==> config.mk <==
export PLATFORM = sky130hd
export DESIGN_NAME = dead_flag_write_marker_unit_flat
export DESIGN_NICKNAME = d
export VERILOG_FILES = /design/src/design/dfwm_pkg.sv /design/src/design/dfwm_if.sv /design/src/design/dfwm_decode.sv /design/src/design/dfwm_track.sv /design/src/design/dead_flag_write_marker_unit.sv /design/src/flat_wrapper.sv
export VERILOG_INCLUDE_DIRS = /design/src /design/src/design
export SDC_FILE = /design/constraint.sdc
export NUM_CORES = 1
export LEC_CHECK = 0
export BUFFER_PORTS_ARGS = -buffer_cell sky130_fd_sc_hd__buf_4
export CORE_MARGIN = 1
export CORE_UTILIZATION = 60
export DETAILED_ROUTE_END_ITERATION = 10
export PLACE_DENSITY = 0.87
export SLEW_MARGIN = 20
export SYNTH_ARGS = -nofsm -noshare
export SYNTH_HDL_FRONTEND = slang
export SYNTH_SLANG_ARGS = --single-unit
==> constraint.sdc <==
create_clock -name clk -period 11.8 [get_ports clk]
set_input_delay 0.59 -clock clk [delete_from_list [all_inputs] [get_ports clk]]
set_output_delay 0.59 -clock clk [all_outputs]
set_load 0.01 [all_outputs]
==> src/design/dead_flag_write_marker_unit_assert.svh <==
// assertion macros for the dead flag write marker unit
// used by the top level only, no other dependencies
`ifndef DEAD_FLAG_WRITE_MARKER_UNIT_ASSERT_SVH
`define DEAD_FLAG_WRITE_MARKER_UNIT_ASSERT_SVH

// same-cycle implication, off while reset is asserted
`define DFWM_ASSERT_IMPLY(lbl, clk, rst_n, ante, cons) \
  lbl: assert property (@(posedge clk) disable iff (!rst_n) (ante) |-> (cons)) \
    else $error("dfwm assertion failed");

// next-cycle implication, also checked during reset
`define DFWM_ASSERT_NEXT(lbl, clk, ante, cons) \
  lbl: assert property (@(posedge clk) (ante) |=> (cons)) \
    else $error("dfwm assertion failed");

`endif

==> src/design/dfwm_pkg.sv <==
// shared types, codes and the mnemonic effect table of the dead flag write marker
// no dependencies
package dfwm_pkg;

  localparam int INDEX_BITS_DEF = 16;
  localparam int IDX_PORT_W     = 16;
  localparam int NUM_FLAGS      = 4;
  localparam int NUM_MNEMONICS  = 73;

  // flag positions
  localparam int FLAG_CARRY    = 0;
  localparam int FLAG_OVERFLOW = 1;
  localparam int FLAG_SIGN     = 2;
  localparam int FLAG_ZERO     = 3;

  // item kinds
  localparam logic [1:0] CMD_PROC_START = 2'd0;
  localparam logic [1:0] CMD_INSN       = 2'd1;
  localparam logic [1:0] CMD_PROC_END   = 2'd2;
  localparam logic [1:0] CMD_OTHER      = 2'd3;

  // error codes
  localparam logic [1:0] ERR_NONE         = 2'd0;
  localparam logic [1:0] ERR_UNKNOWN_MNEM = 2'd1;
  localparam logic [1:0] ERR_END_NO_START = 2'd2;

  typedef enum logic [1:0] {
    EFF_IGN = 2'd0,
    EFF_RD  = 2'd1,
    EFF_WR  = 2'd2,
    EFF_RW  = 2'd3
  } eff_t;

  typedef eff_t [NUM_FLAGS-1:0] flag_eff_t;

  typedef struct packed {
    logic [1:0]            cmd;
    logic [IDX_PORT_W-1:0] node_index;
    logic [6:0]            mnemonic;
    logic                  is_branch;
    logic                  is_deleted;
  } in_item_t;

  typedef struct packed {
    logic                  carry_dead;
    logic [IDX_PORT_W-1:0] carry_dead_index;
    logic                  overflow_dead;
    logic [IDX_PORT_W-1:0] overflow_dead_index;
    logic                  sign_dead;
    logic [IDX_PORT_W-1:0] sign_dead_index;
    logic                  zero_dead;
    logic [IDX_PORT_W-1:0] zero_dead_index;
    logic                  proc_overflow_dead;
    logic [IDX_PORT_W-1:0] proc_first_index;
    logic [IDX_PORT_W-1:0] proc_end_index;
    logic [1:0]            error_code;
  } out_item_t;

  // decoded mnemonic, passed from the decoder to the tracker
  typedef struct packed {
    flag_eff_t eff;
    logic      unknown;
  } mnem_dec_t;

  // effects of one group, index order carry, overflow, sign, zero
  function automatic flag_eff_t group_effects(input logic [3:0] grp);
    flag_eff_t e;
    case (grp)
      4'd1:    e = {EFF_WR,  EFF_WR,  EFF_WR,  EFF_WR };
      4'd2:    e = {EFF_RD,  EFF_RD,  EFF_RD,  EFF_IGN};
      4'd3:    e = {EFF_IGN, EFF_RD,  EFF_RD,  EFF_IGN};
      4'd4:    e = {EFF_RD,  EFF_IGN, EFF_IGN, EFF_IGN};
      4'd5:    e = {EFF_IGN, EFF_RD,  EFF_IGN, EFF_IGN};
      4'd6:    e = {EFF_RD,  EFF_IGN, EFF_IGN, EFF_RD };
      4'd7:    e = {EFF_IGN, EFF_IGN, EFF_IGN, EFF_RD };
      4'd8:    e = {EFF_IGN, EFF_IGN, EFF_RD,  EFF_IGN};
      4'd9:    e = {EFF_WR,  EFF_WR,  EFF_WR,  EFF_IGN};
      4'd10:   e = {EFF_IGN, EFF_IGN, EFF_WR,  EFF_RW };
      4'd11:   e = {EFF_IGN, EFF_IGN, EFF_WR,  EFF_WR };
      4'd12:   e = {EFF_IGN, EFF_IGN, EFF_IGN, EFF_WR };
      default: e = {EFF_IGN, EFF_IGN, EFF_IGN, EFF_IGN};
    endcase
    return e;
  endfunction

endpackage

==> src/design/dfwm_if.sv <==
// valid/ready channel interfaces for input items and result items
// depends on dfwm_pkg for the payload types
interface dfwm_in_if import dfwm_pkg::*; ();
  logic     valid;
  logic     ready;
  in_item_t data;

  modport source (output valid, output data, input ready);
  modport sink   (input valid, input data, output ready);
endinterface

interface dfwm_out_if import dfwm_pkg::*; ();
  logic      valid;
  logic      ready;
  out_item_t data;

  modport source (output valid, output data, input ready);
  modport sink   (input valid, input data, output ready);
endinterface

==> src/design/dfwm_decode.sv <==
// mnemonic decoder: dense mnemonic number to per-flag effects
// depends on dfwm_pkg
module dfwm_decode import dfwm_pkg::*; (
  input  logic [6:0] mnemonic,
  output mnem_dec_t  dec
);

  logic [3:0] grp;
  logic       unknown;

  // mnemonic ranges to effect groups
  always_comb begin
    unknown = 1'b0;
    unique case (mnemonic) inside
      [7'd0:7'd29]:  grp = 4'd0;
      [7'd30:7'd49]: grp = 4'd1;
      [7'd50:7'd51]: grp = 4'd2;
      [7'd52:7'd53]: grp = 4'd3;
      [7'd54:7'd56]: grp = 4'd4;
      [7'd57:7'd58]: grp = 4'd5;
      [7'd59:7'd60]: grp = 4'd6;
      [7'd61:7'd62]: grp = 4'd7;
      [7'd63:7'd64]: grp = 4'd8;
      [7'd65:7'd66]: grp = 4'd9;
      [7'd67:7'd68]: grp = 4'd10;
      [7'd69:7'd70]: grp = 4'd11;
      [7'd71:7'd72]: grp = 4'd12;
      default: begin
        grp     = 4'd0;
        unknown = 1'b1;
      end
    endcase
  end

  assign dec.eff     = group_effects(grp);
  assign dec.unknown = unknown;

endmodule

==> src/design/dfwm_track.sv <==
// last-writer tracking state and result computation for one item per cycle while fire is high
// depends on dfwm_pkg and dfwm_decode
module dfwm_track import dfwm_pkg::*; #(
  parameter int INDEX_BITS = INDEX_BITS_DEF
) (
  input  logic      clk,
  input  logic      rst_n,
  input  logic      fire,
  input  in_item_t  item,
  output out_item_t res
);

  localparam int WIDE_W = 48;

  logic [NUM_FLAGS-1:0]  lw_valid_r, lw_valid_nxt;
  logic [INDEX_BITS-1:0] lw_idx_r   [NUM_FLAGS];
  logic [INDEX_BITS-1:0] lw_idx_nxt [NUM_FLAGS];
  logic                  ovf_tested_r, ovf_tested_nxt;
  logic [INDEX_BITS-1:0] start_idx_r, start_idx_nxt;
  logic                  proc_seen_r, proc_seen_nxt;

  mnem_dec_t             dec;
  logic [WIDE_W-1:0]     idx_wide;
  logic [INDEX_BITS-1:0] idx;
  logic [WIDE_W-1:0]     end_wide;
  logic [NUM_FLAGS-1:0]  base_valid;
  logic [NUM_FLAGS-1:0]  dead;
  logic [IDX_PORT_W-1:0] dead_idx [NUM_FLAGS];
  logic [WIDE_W-1:0]     start_wide;
  logic                  is_insn;

  dfwm_decode u_decode (
    .mnemonic (item.mnemonic),
    .dec      (dec)
  );

  // index reduced or extended to the stored width
  assign idx_wide   = {{(WIDE_W-IDX_PORT_W){1'b0}}, item.node_index};
  assign idx        = idx_wide[INDEX_BITS-1:0];
  assign end_wide   = {{(WIDE_W-INDEX_BITS){1'b0}}, idx};
  assign start_wide = {{(WIDE_W-INDEX_BITS){1'b0}}, start_idx_r};
  assign is_insn    = !item.is_deleted && (item.cmd == CMD_INSN);

  // a branch drops all last writers before its own effects apply
  assign base_valid = (is_insn && item.is_branch) ? '0 : lw_valid_r;

  // per-flag effect on the last writer
  always_comb begin
    logic [WIDE_W-1:0] lw_wide;
    for (int f = 0; f < NUM_FLAGS; f++) begin
      lw_wide         = {{(WIDE_W-INDEX_BITS){1'b0}}, lw_idx_r[f]};
      lw_valid_nxt[f] = base_valid[f];
      lw_idx_nxt[f]   = lw_idx_r[f];
      dead[f]         = 1'b0;
      dead_idx[f]     = '0;
      case (dec.eff[f])
        EFF_RD: begin
          lw_valid_nxt[f] = 1'b0;
        end
        EFF_RW: begin
          lw_valid_nxt[f] = 1'b1;
          lw_idx_nxt[f]   = idx;
        end
        EFF_WR: begin
          dead[f]         = base_valid[f];
          dead_idx[f]     = base_valid[f] ? lw_wide[IDX_PORT_W-1:0] : '0;
          lw_valid_nxt[f] = 1'b1;
          lw_idx_nxt[f]   = idx;
        end
        default: begin
        end
      endcase
    end
  end

  // item kind selects the state update and the result
  always_comb begin
    res            = '0;
    ovf_tested_nxt = ovf_tested_r;
    start_idx_nxt  = start_idx_r;
    proc_seen_nxt  = proc_seen_r;
    if (!item.is_deleted) begin
      case (item.cmd)
        CMD_PROC_START: begin
          ovf_tested_nxt = 1'b0;
          start_idx_nxt  = idx;
          proc_seen_nxt  = 1'b1;
        end
        CMD_INSN: begin
          res.carry_dead          = dead[FLAG_CARRY];
          res.carry_dead_index    = dead_idx[FLAG_CARRY];
          res.overflow_dead       = dead[FLAG_OVERFLOW];
          res.overflow_dead_index = dead_idx[FLAG_OVERFLOW];
          res.sign_dead           = dead[FLAG_SIGN];
          res.sign_dead_index     = dead_idx[FLAG_SIGN];
          res.zero_dead           = dead[FLAG_ZERO];
          res.zero_dead_index     = dead_idx[FLAG_ZERO];
          res.error_code          = dec.unknown ? ERR_UNKNOWN_MNEM : ERR_NONE;
          if (item.is_branch && dec.eff[FLAG_OVERFLOW] == EFF_RD) begin
            ovf_tested_nxt = 1'b1;
          end
        end
        CMD_PROC_END: begin
          if (!proc_seen_r) begin
            res.error_code = ERR_END_NO_START;
          end else if (!ovf_tested_r) begin
            res.proc_overflow_dead = 1'b1;
            res.proc_first_index   = start_wide[IDX_PORT_W-1:0];
            res.proc_end_index     = end_wide[IDX_PORT_W-1:0];
          end
        end
        default: begin
        end
      endcase
    end
  end

  // control state
  always_ff @(posedge clk) begin
    if (!rst_n) begin
      lw_valid_r   <= '0;
      ovf_tested_r <= 1'b0;
      proc_seen_r  <= 1'b0;
      start_idx_r  <= '0;
    end else if (fire) begin
      ovf_tested_r <= ovf_tested_nxt;
      proc_seen_r  <= proc_seen_nxt;
      start_idx_r  <= start_idx_nxt;
      if (is_insn) begin
        lw_valid_r <= lw_valid_nxt;
      end else if (!item.is_deleted && item.cmd == CMD_PROC_START) begin
        lw_valid_r <= '0;
      end
    end
  end

  // writer indexes, only read while their valid bit is set
  always_ff @(posedge clk) begin
    if (fire && is_insn) begin
      for (int f = 0; f < NUM_FLAGS; f++) begin
        lw_idx_r[f] <= lw_idx_nxt[f];
      end
    end
  end

endmodule

==> src/design/dead_flag_write_marker_unit.sv <==
// dead flag write marker: a stream of code items in, one result item per input item out
// ports:
//   in_chan  (sink)   code items: cmd, node_index, mnemonic, is_branch, is_deleted
//   out_chan (source) result items: dead carry/overflow/sign/zero writes with the
//                     writer indexes, a whole-procedure overflow range, error_code
// every accepted input item produces exactly one result item, in order
// path: an accepted item passes the input register, then the result register, which is
//   loaded by one pass of table lookup and last-writer update
// throughput: one item per cycle; the two registers form a pipeline that moves on
//   whenever the result register is empty or being taken
// stall: while out_chan.ready is low the result is held, the input register still
//   takes one more item, and after that in_chan.ready drops
// reset: synchronous active-low rst_n empties both registers and clears all last
//   writers, the overflow-tested mark and the procedure-seen mark
// depends on dfwm_pkg, dfwm_if, dfwm_track and the assertion macro header
module dead_flag_write_marker_unit import dfwm_pkg::*; #(
  parameter int INDEX_BITS = INDEX_BITS_DEF
) (
  input  logic              clk,
  input  logic              rst_n,
  dfwm_in_if.sink           in_chan,
  dfwm_out_if.source        out_chan
);

  logic      in_valid_r;
  in_item_t  in_item_r;
  logic      out_valid_r, out_valid_nxt;
  out_item_t out_item_r;
  out_item_t res;
  logic      advance;
  logic      fire;

  // pipeline control
  assign advance       = !out_valid_r || out_chan.ready;
  assign fire          = in_valid_r && advance;
  assign in_chan.ready = !in_valid_r || advance;
  assign out_valid_nxt = fire ? 1'b1 : (out_chan.ready ? 1'b0 : out_valid_r);

  // input register
  always_ff @(posedge clk) begin
    if (!rst_n) begin
      in_valid_r <= 1'b0;
    end else if (in_chan.ready) begin
      in_valid_r <= in_chan.valid;
    end
  end

  always_ff @(posedge clk) begin
    if (in_chan.valid && in_chan.ready) begin
      in_item_r <= in_chan.data;
    end
  end

  dfwm_track #(
    .INDEX_BITS (INDEX_BITS)
  ) u_track (
    .clk   (clk),
    .rst_n (rst_n),
    .fire  (fire),
    .item  (in_item_r),
    .res   (res)
  );

  // result register
  always_ff @(posedge clk) begin
    if (!rst_n) begin
      out_valid_r <= 1'b0;
    end else begin
      out_valid_r <= out_valid_nxt;
    end
  end

  always_ff @(posedge clk) begin
    if (fire) begin
      out_item_r <= res;
    end
  end

  assign out_chan.valid = out_valid_r;
  assign out_chan.data  = out_item_r;

  `include "dead_flag_write_marker_unit_assert.svh"

  // a procedure end without start reports no procedure range and no dead carry or zero write
  `DFWM_ASSERT_IMPLY(a_err_alone, clk, rst_n,
    out_valid_r && out_item_r.error_code == ERR_END_NO_START,
    !out_item_r.proc_overflow_dead && !out_item_r.carry_dead && !out_item_r.zero_dead)

  // a procedure range never comes with a dead overflow or sign write or an error code
  `DFWM_ASSERT_IMPLY(a_dead_vs_range, clk, rst_n,
    out_valid_r && out_item_r.proc_overflow_dead,
    !out_item_r.overflow_dead && !out_item_r.sign_dead && out_item_r.error_code == ERR_NONE)

  // a held item in the input register is not lost while the output stalls
  `DFWM_ASSERT_IMPLY(a_stall_hold, clk, rst_n,
    in_valid_r && !advance, !in_chan.ready && out_valid_r)

  // reset empties the result register and the input register
  `DFWM_ASSERT_NEXT(a_reset_empty, clk, !rst_n, !out_valid_r && !in_valid_r)

endmodule
==> src/flat_wrapper.sv <==
// flat-port wrapper written by rule: the top's interface ports become plain ports
module dead_flag_write_marker_unit_flat import dfwm_pkg::*;
#(
  parameter int INDEX_BITS = INDEX_BITS_DEF
)
  (clk, rst_n, in_chan_valid, in_chan_data, in_chan_ready, out_chan_valid, out_chan_data, out_chan_ready);
  dfwm_in_if in_chan_i ();
  dfwm_out_if out_chan_i ();
  input  logic clk;
  input  logic rst_n;
  input wire logic [$bits(in_chan_i.valid)-1:0] in_chan_valid;
  input wire logic [$bits(in_chan_i.data)-1:0] in_chan_data;
  output wire logic [$bits(in_chan_i.ready)-1:0] in_chan_ready;
  output wire logic [$bits(out_chan_i.valid)-1:0] out_chan_valid;
  output wire logic [$bits(out_chan_i.data)-1:0] out_chan_data;
  input wire logic [$bits(out_chan_i.ready)-1:0] out_chan_ready;
  assign in_chan_i.valid = in_chan_valid;
  assign in_chan_i.data = in_chan_data;
  assign in_chan_ready = in_chan_i.ready;
  assign out_chan_valid = out_chan_i.valid;
  assign out_chan_data = out_chan_i.data;
  assign out_chan_i.ready = out_chan_ready;
  dead_flag_write_marker_unit #(.INDEX_BITS(INDEX_BITS)) u_core (.clk(clk), .rst_n(rst_n), .in_chan(in_chan_i), .out_chan(out_chan_i));
endmodule
# After elaboration in Yosys (flattened, before gate mapping)

Memory sizes are Yosys's and may differ from the RTL's.
Cells that the tools add are included.

Register bits after elaboration: 154
Bits in writable memories: 64
ROM bits: 128
Output and inout bits: 105
Logic and storage cells: 147
Memories: 2

Order comparisons: 26
Equality and inequality tests: 15
Multiplexer cells: 22
Bitwise gates (word level): 12
Reductions and logical operators: 47

Memory list:

| memory                  | depth | width | read ports | clocked after memory_dff | wr ports | RTL line         | text |
|---|---|---|---|---|---|---|---|
| (name not given)        | 16    | 8     | 1          | 0                        | 0        | dfwm_pkg.sv:68   | `case (grp)` |
| u_core.u_track.lw_idx_r | 4     | 16    | 4          | 0                        | 4        | dfwm_track.sv:16 | `logic [INDEX_BITS-1:0] lw_idx_r [NUM_FLAGS];` |

Operators by type and width:

| cell                                                                  | number |
|---|---|
| 16-bit two-way mux                                                    | 4 |
| 7-bit by 6-bit >= comparator with 1-bit output, second input constant | 7 |
| 7-bit by 6-bit <= comparator with 1-bit output, second input constant | 7 |
| 4-bit case mux with 12 select lines                                   | 1 |
| 7-bit <= comparator, second input constant                            | 5 |
| 33-bit two-way mux                                                    | 1 |
| 7-bit >= comparator, second input constant                            | 4 |
| 1-bit logical AND                                                     | 20 |
| 4-bit OR reduction                                                    | 5 |
| 2-bit equality test, second input constant                            | 9 |
| 3-bit OR reduction                                                    | 5 |
| 13-bit OR reduction                                                   | 1 |
| 4-bit two-way mux                                                     | 3 |
| 1-bit inverter                                                        | 12 |
| 2-bit by 1-bit equality test with 1-bit output, second input constant | 5 |
| 1-bit case mux with 2 select lines                                    | 5 |
| 2-bit OR reduction                                                    | 4 |
| 7-bit by 1-bit >= comparator with 1-bit output, second input constant | 1 |
| 7-bit by 5-bit >= comparator with 1-bit output, second input constant | 1 |
| 7-bit by 5-bit <= comparator with 1-bit output, second input constant | 1 |
| 1-bit two-way mux                                                     | 6 |
| 2-bit nonzero test                                                    | 3 |
| 2-bit case mux with 2 select lines                                    | 1 |
| 4-bit AND reduction                                                   | 1 |
| other kinds (7)                                                       | 10 |

# Longest topological paths before layout

An unclocked memory read counts as a cell.

Depth in word-level cells: 8
Depth in mapped cells: 8
Depth with buffers taken out: 7

# Hierarchy

From an unflattened synthesis, not the netlist that was laid out.

Cells, all modules: 485
Area, all modules: 8012.7 um^2

Modules (own cells, without submodules):

| module                      | instances | cells each | area an instance (um^2) | seq. area each (um^2) |
|---|---|---|---|---|
| dead_flag_write_marker_unit | 1         | 139        | 4007.6                  | 3943.8 |
| dfwm_track                  | 1         | 289        | 3628.5                  | 2362.3 |
| dfwm_decode                 | 1         | 57         | 376.6                   | 0.0 |

# Worst setup path after synthesis

No wires, ideal clock.

Kind: input-to-reg
Start: in out_chan_ready
End: reg u_core.u_track.start_idx_r[0]
Setup time: 0.076 ns
Arrival: 4.206 ns
Required time: 11.724 ns
Setup slack: 7.519 ns
Stages: 7
Buffers on the path: 2
Cells stage by stage: nand2b_1 > and2_1 > and3b_1 > clkbuf_1 > clkbuf_1 > nand2_1 > a21boi_0

Longest elaborated chain between the ends: 3

RTL lines:

| element                       | RTL line                          | text |
|---|---|---|
| start, declared               | flat_wrapper.sv:16                | `input wire logic [$bits(out_chan_i.ready)-1:0] out_chan_ready;` |
| 1-bit logical OR              | dead_flag_write_marker_unit.sv:34 | `assign advance = !out_valid_r \|\| out_chan.ready;` |
| 1-bit logical AND             | dead_flag_write_marker_unit.sv:35 | `assign fire = in_valid_r && advance;` |
| via u_core.fire               | dead_flag_write_marker_unit.sv:31 | `logic fire;` |
| 3-bit AND reduction (no line) | -                                 |  |
| end signal, assigned          | dfwm_track.sv:128                 | `start_idx_r <= start_idx_nxt;` |
| end, declared                 | dfwm_track.sv:19                  | `logic [INDEX_BITS-1:0] start_idx_r, start_idx_nxt;` |

The timed path passes the listed nets, and every way through them passes these cells.
A chain may end at the register's enable or synchronous reset.

# Worst setup path after layout

Start: reg u_core.in_item_r[5] (netlist name)
End: reg u_core.out_chan.data[64] (netlist name)

Longest elaborated chain between the ends: 7
Elaborated cells between the ends (all ways): 41
Classes of those cells: 24 x order compare; 1 x eq/ne; 1 x mux; 1 x bitwise; 13 x reduce/logical; 1 x memory

RTL lines:

| element                                               | RTL line                          | text |
|---|---|---|
| start, declared                                       | dead_flag_write_marker_unit.sv:26 | `in_item_t in_item_r;` |
| start signal, assigned                                | dead_flag_write_marker_unit.sv:50 | `in_item_r <= in_chan.data;` |
| 7-bit >= comparator (no line) (tied with other cells) | -                                 |  |
| 1-bit logical AND (no line)                           | -                                 |  |
| 4-bit case mux with 12 select lines *                 | dfwm_decode.sv:14                 | `unique case (mnemonic) inside` |
| memory read 16 x 8 bit *                              | -                                 |  |
| 2-bit equality test *                                 | dfwm_track.sv:56                  | `case (dec.eff[f])` |
| 1-bit inverter (no line) *                            | -                                 |  |
| 4-bit OR reduction (no line) *                        | -                                 |  |

Mark *: on every way between the ends. The rest lies on a longest branch, timed or not.

==> metrics.csv <==
stage,metric,value,unit
synthesis,Simple-Gate Fraction of Synth Area,13.5,%
power_and_ir_drop,VDD IR max,0.115,mV
route,DR vias/cell,5.64,
cts,CTS max path bufs,3,
cells_and_area,Multi-input gate area,1690,um^2
timing,final setup fails,0,
placement,placer congestion estimate,0.964,
synthesis,number of synthesized flops with an enable pin,194,
timing,PnR worst setup slack,9.13,ns
cts,CTS H-tree depth,1,
route,final WL,16300,um
timing,relative slew slack,41.2,%
floorplanning,row count,42,
synthesis,adder-cell share of the synthesized area,0.462,%
cells_and_area,Layout area overhead,22.1,%
placement,# port buffers,135,
synthesis,top-area cell type share of the netlist area,71.7,%
cts,worst-skew pair later-pin latency,0.49,ns
cells_and_area,Fill cells,766,
global_routing,global-route wire length before repair,24600,um
route,initial drt markers,513,
critical_path,Critical Path End Type,flip-flop,
global_routing,largest net degree at the start of global routing,69,
min_path,worst hold path class,primary input to flip-flop,
cts,CTS root buffer,clkbuf_16,
critical_path,Critical Path RT,12.14,ns
synthesis,#FFs+latches synth,218,
route,Pre-Repair DR Iteration Count,6,
power_and_ir_drop,leak pwr,3.76,nW
route,DR WL/cell,19.5,um
cells_and_area,layout cells sized above 1,27.8,%
cts,post_cts resized,0,
timing,fmax,0.375,GHz
cells_and_area,ANT cells,0,
critical_path,CP startpoint kind,flip-flop,
critical_path,Setup CP Type,flip-flop to flip-flop,
cells_and_area,fin area,9920,um^2
placement,setup slack at placement,8.85,ns
min_path,Worst Hold Launch,in_chan_data[26],
timing,Final Hold Viols,0,
floorplanning,Die Wd,118,um
timing,Final Cycle Share,22.6,%
cells_and_area,Sequential Area,6310,um^2
floorplanning,Ports,136,
cts,clock slew at reported path FFs,0.06,ns
min_path,Hold Path End,u_core.in_item_r[26],
timing,Worst-Margin Slew,0.880,ns
power_and_ir_drop,Power Density,157,nW/um^2
synthesis,leading area contributor after synthesis,edfxtp_1,
synthesis,XOR/XNOR Fraction of Synth Area,0.216,%
cells_and_area,Final nets,680,
timing,Clock Skews,0.0170,ns
cts,CTS tree,built,
synthesis,"Avg Cell Area, Syn",15.9,um^2
status,status,completed,
synthesis,post-synthesis instance total,510,
global_routing,initial antenna violation count,0,
synthesis,YS warnings,0,
timing,min cycle time layout,2.67,ns
placement,Detail Placement HPWL,10600,um
synthesis,Synth async-reset ratio,0,%
global_routing,gr ovfl total,0,
critical_path,Worst Path Arrival,3.01,ns
critical_path,worst r2r dst,u_core.out_chan.data[64],
floorplanning,Die Area,14000,um^2
job,max_cap viols,0,
timing,"Slew Viols, Final",0,
synthesis,compound-cell area share of the yosys netlist,5.96,%
cts,CTS Buf Count,21,
min_path,hold path cells,1,
route,# DRC,0,
timing,setup TNS,0,ns
critical_path,Crit Path Max Fanout,25,
route,vias,4712,
floorplanning,Core Region,13200,um^2
critical_path,worst r2r path cells,6,
synthesis,Synth cell types,52,
timing,RSZ-0062 raised after global routing,no,
synthesis,mux cell area share after synthesis,0.139,%
global_routing,GRT Total Usage,23.4,%
cts,clock sink total,218,
cts,hold_buf cts,0,
route,Final ANT Viol Nets,0,
critical_path,worst flop-to-flop path startpoint,u_core.in_item_r[5],
synthesis,"top cells by area, synth","edfxtp_1 72%, dfxtp_1 5.9%, and2_1 5.2%",
floorplanning,die height,118,um
floorplanning,Starting Density,61.4,%
synthesis,sequential cell area fraction in the yosys report,77.6,%
synthesis,"Top FF cell, synth",edfxtp_1,
global_routing,vias in the first global route,4502,
synthesis,main combinational cell family by area after synthesis,simple AND/OR/NAND/NOR gates,
timing,Hold WS,0.271,ns
critical_path,r2r setup slk,9.13,ns
placement,Area after DPL,9260,um^2
synthesis,Syn Std Cell Area,8130,um^2
cells_and_area,most frequent cells in the layout,"194 x edfxtp_1, 138 x buf_4, 66 x and2_1",
cells_and_area,"commonest non-fill, non-tap cell in the layout",edfxtp_1,
synthesis,Mapped Nets,544,
cts,number of setup buffers added after CTS,0,
-- state kept, by name, indices dropped and copies added (netlist names) --
signal                       cells
u_core.out_chan.data           103
u_core.u_track.lw_idx_r         64
u_core.in_item_r                27
u_core.u_track.start_idx_r      16
u_core.u_track.lw_valid_r        4
u_core.in_valid_r                1
u_core.out_chan.valid            1
u_core.u_track.ovf_tested_r      1
u_core.u_track.proc_seen_r       1
-- area by class of cell --
class	instances	area share (%)
multi-input combinational	261	17.0
sequential	218	63.5
inverter	4	0.151
clock buffer	26	5.59
clock inverter	10	0.807
tap	176	2.22
timing repair buffer	140	10.7
-- where the power goes --
part / switching [mW] / internal (mW) / total (mW)
Clock: 0.262 / 0.355 / 0.617
Combinational: 0.0353 / 0.0293 / 0.0645
Sequential: 0.0189 / 0.859 / 0.878
-- worst max path at each step --
stage	start	end	slack (ns)	cells past startpoint
floorplan	out_chan_ready	u_core.u_track.start_idx_r[0]	7.52	7
global placement	u_core.in_item_r[7]	u_core.u_track.lw_idx_r[2][0]	9.08	5
detailed placement	u_core.in_item_r[7]	u_core.u_track.lw_idx_r[2][14]	8.85	5
CTS	u_core.in_item_r[7]	u_core.u_track.lw_idx_r[2][9]	8.84	5
global route	u_core.in_item_r[3]	u_core.u_track.lw_idx_r[2][8]	8.95	5
finish	u_core.in_item_r[5]	u_core.out_chan.data[64]	9.13	6
-- cells in the mapped netlist, types with 4 or more instances --
| library cell | instances |
|---|---|
| a21oi_1 | 11 |
| and2_1 | 68 |
| nor3_1 | 4 |
| o21ai_0 | 7 |
| dfxtp_1 | 24 |
| edfxtp_1 | 194 |
| nor2b_1 | 4 |
| and3_1 | 33 |
| buf_2 | 7 |
| nand3_1 | 6 |
| a31oi_1 | 4 |
| nand2_1 | 46 |
| clkbuf_1 | 13 |
| buf_6 | 6 |
| a21boi_0 | 16 |
| inv_1 | 4 |
| nor2_1 | 9 |
-- per-stage QoR --
| stage | std cells | power (mW) | utilization [%] |
|---|---|---|---|
| 2_1_floorplan | 510 | 0.921 | - |
| 3_3_place_gp | 797 | 0.954 | 69.9 |
| 3_5_place_dp | 798 | 0.958 | 70.0 |
| 4_1_cts | 834 | 1.57 | 74.7 |
| 5_1_grt | 835 | 1.60 | 74.9 |
| 6_report | 835 | 1.56 | 74.9 |
-- cells by family after synthesis --
| kind of cell | Yosys count |
|---|---|
| flip-flops | 218 |
| adder cells (fa/ha/maj) | 3 |
| multiplexers | 1 |
| AO/OA/AOI/OAI | 65 |
| XOR/XNOR | 2 |
| buffers and inverters | 31 |
| AND/OR/NAND/NOR | 190 |
-- worst max-delay path: stages (launching register included) --
cell and delay (ns):
edfxtp_1 0.61, nor4b_2 0.50, a21oi_1 0.12, o221a_4 0.32, a311oi_4 0.51, buf_6 0.26
and3_1 0.21
-- metal layers --
| layer | vias to the layer above | wire, um | global-route usage, % | part of all wire, % |
|---|---|---|---|---|
| li1 | 2163 | - | - | - |
| met1 | 2251 | 6170 | 29.2 | 38 |
| met2 | 256 | 8310 | 40.8 | 51 |
| met3 | 42 | 1300 | 4.05 | 8.0 |
| met4 | 0 | 496 | 9.26 | 3.0 |
| met5 | - | 0 | 0 | 0 |
Note: power is estimated with default switching activity, not from simulation.
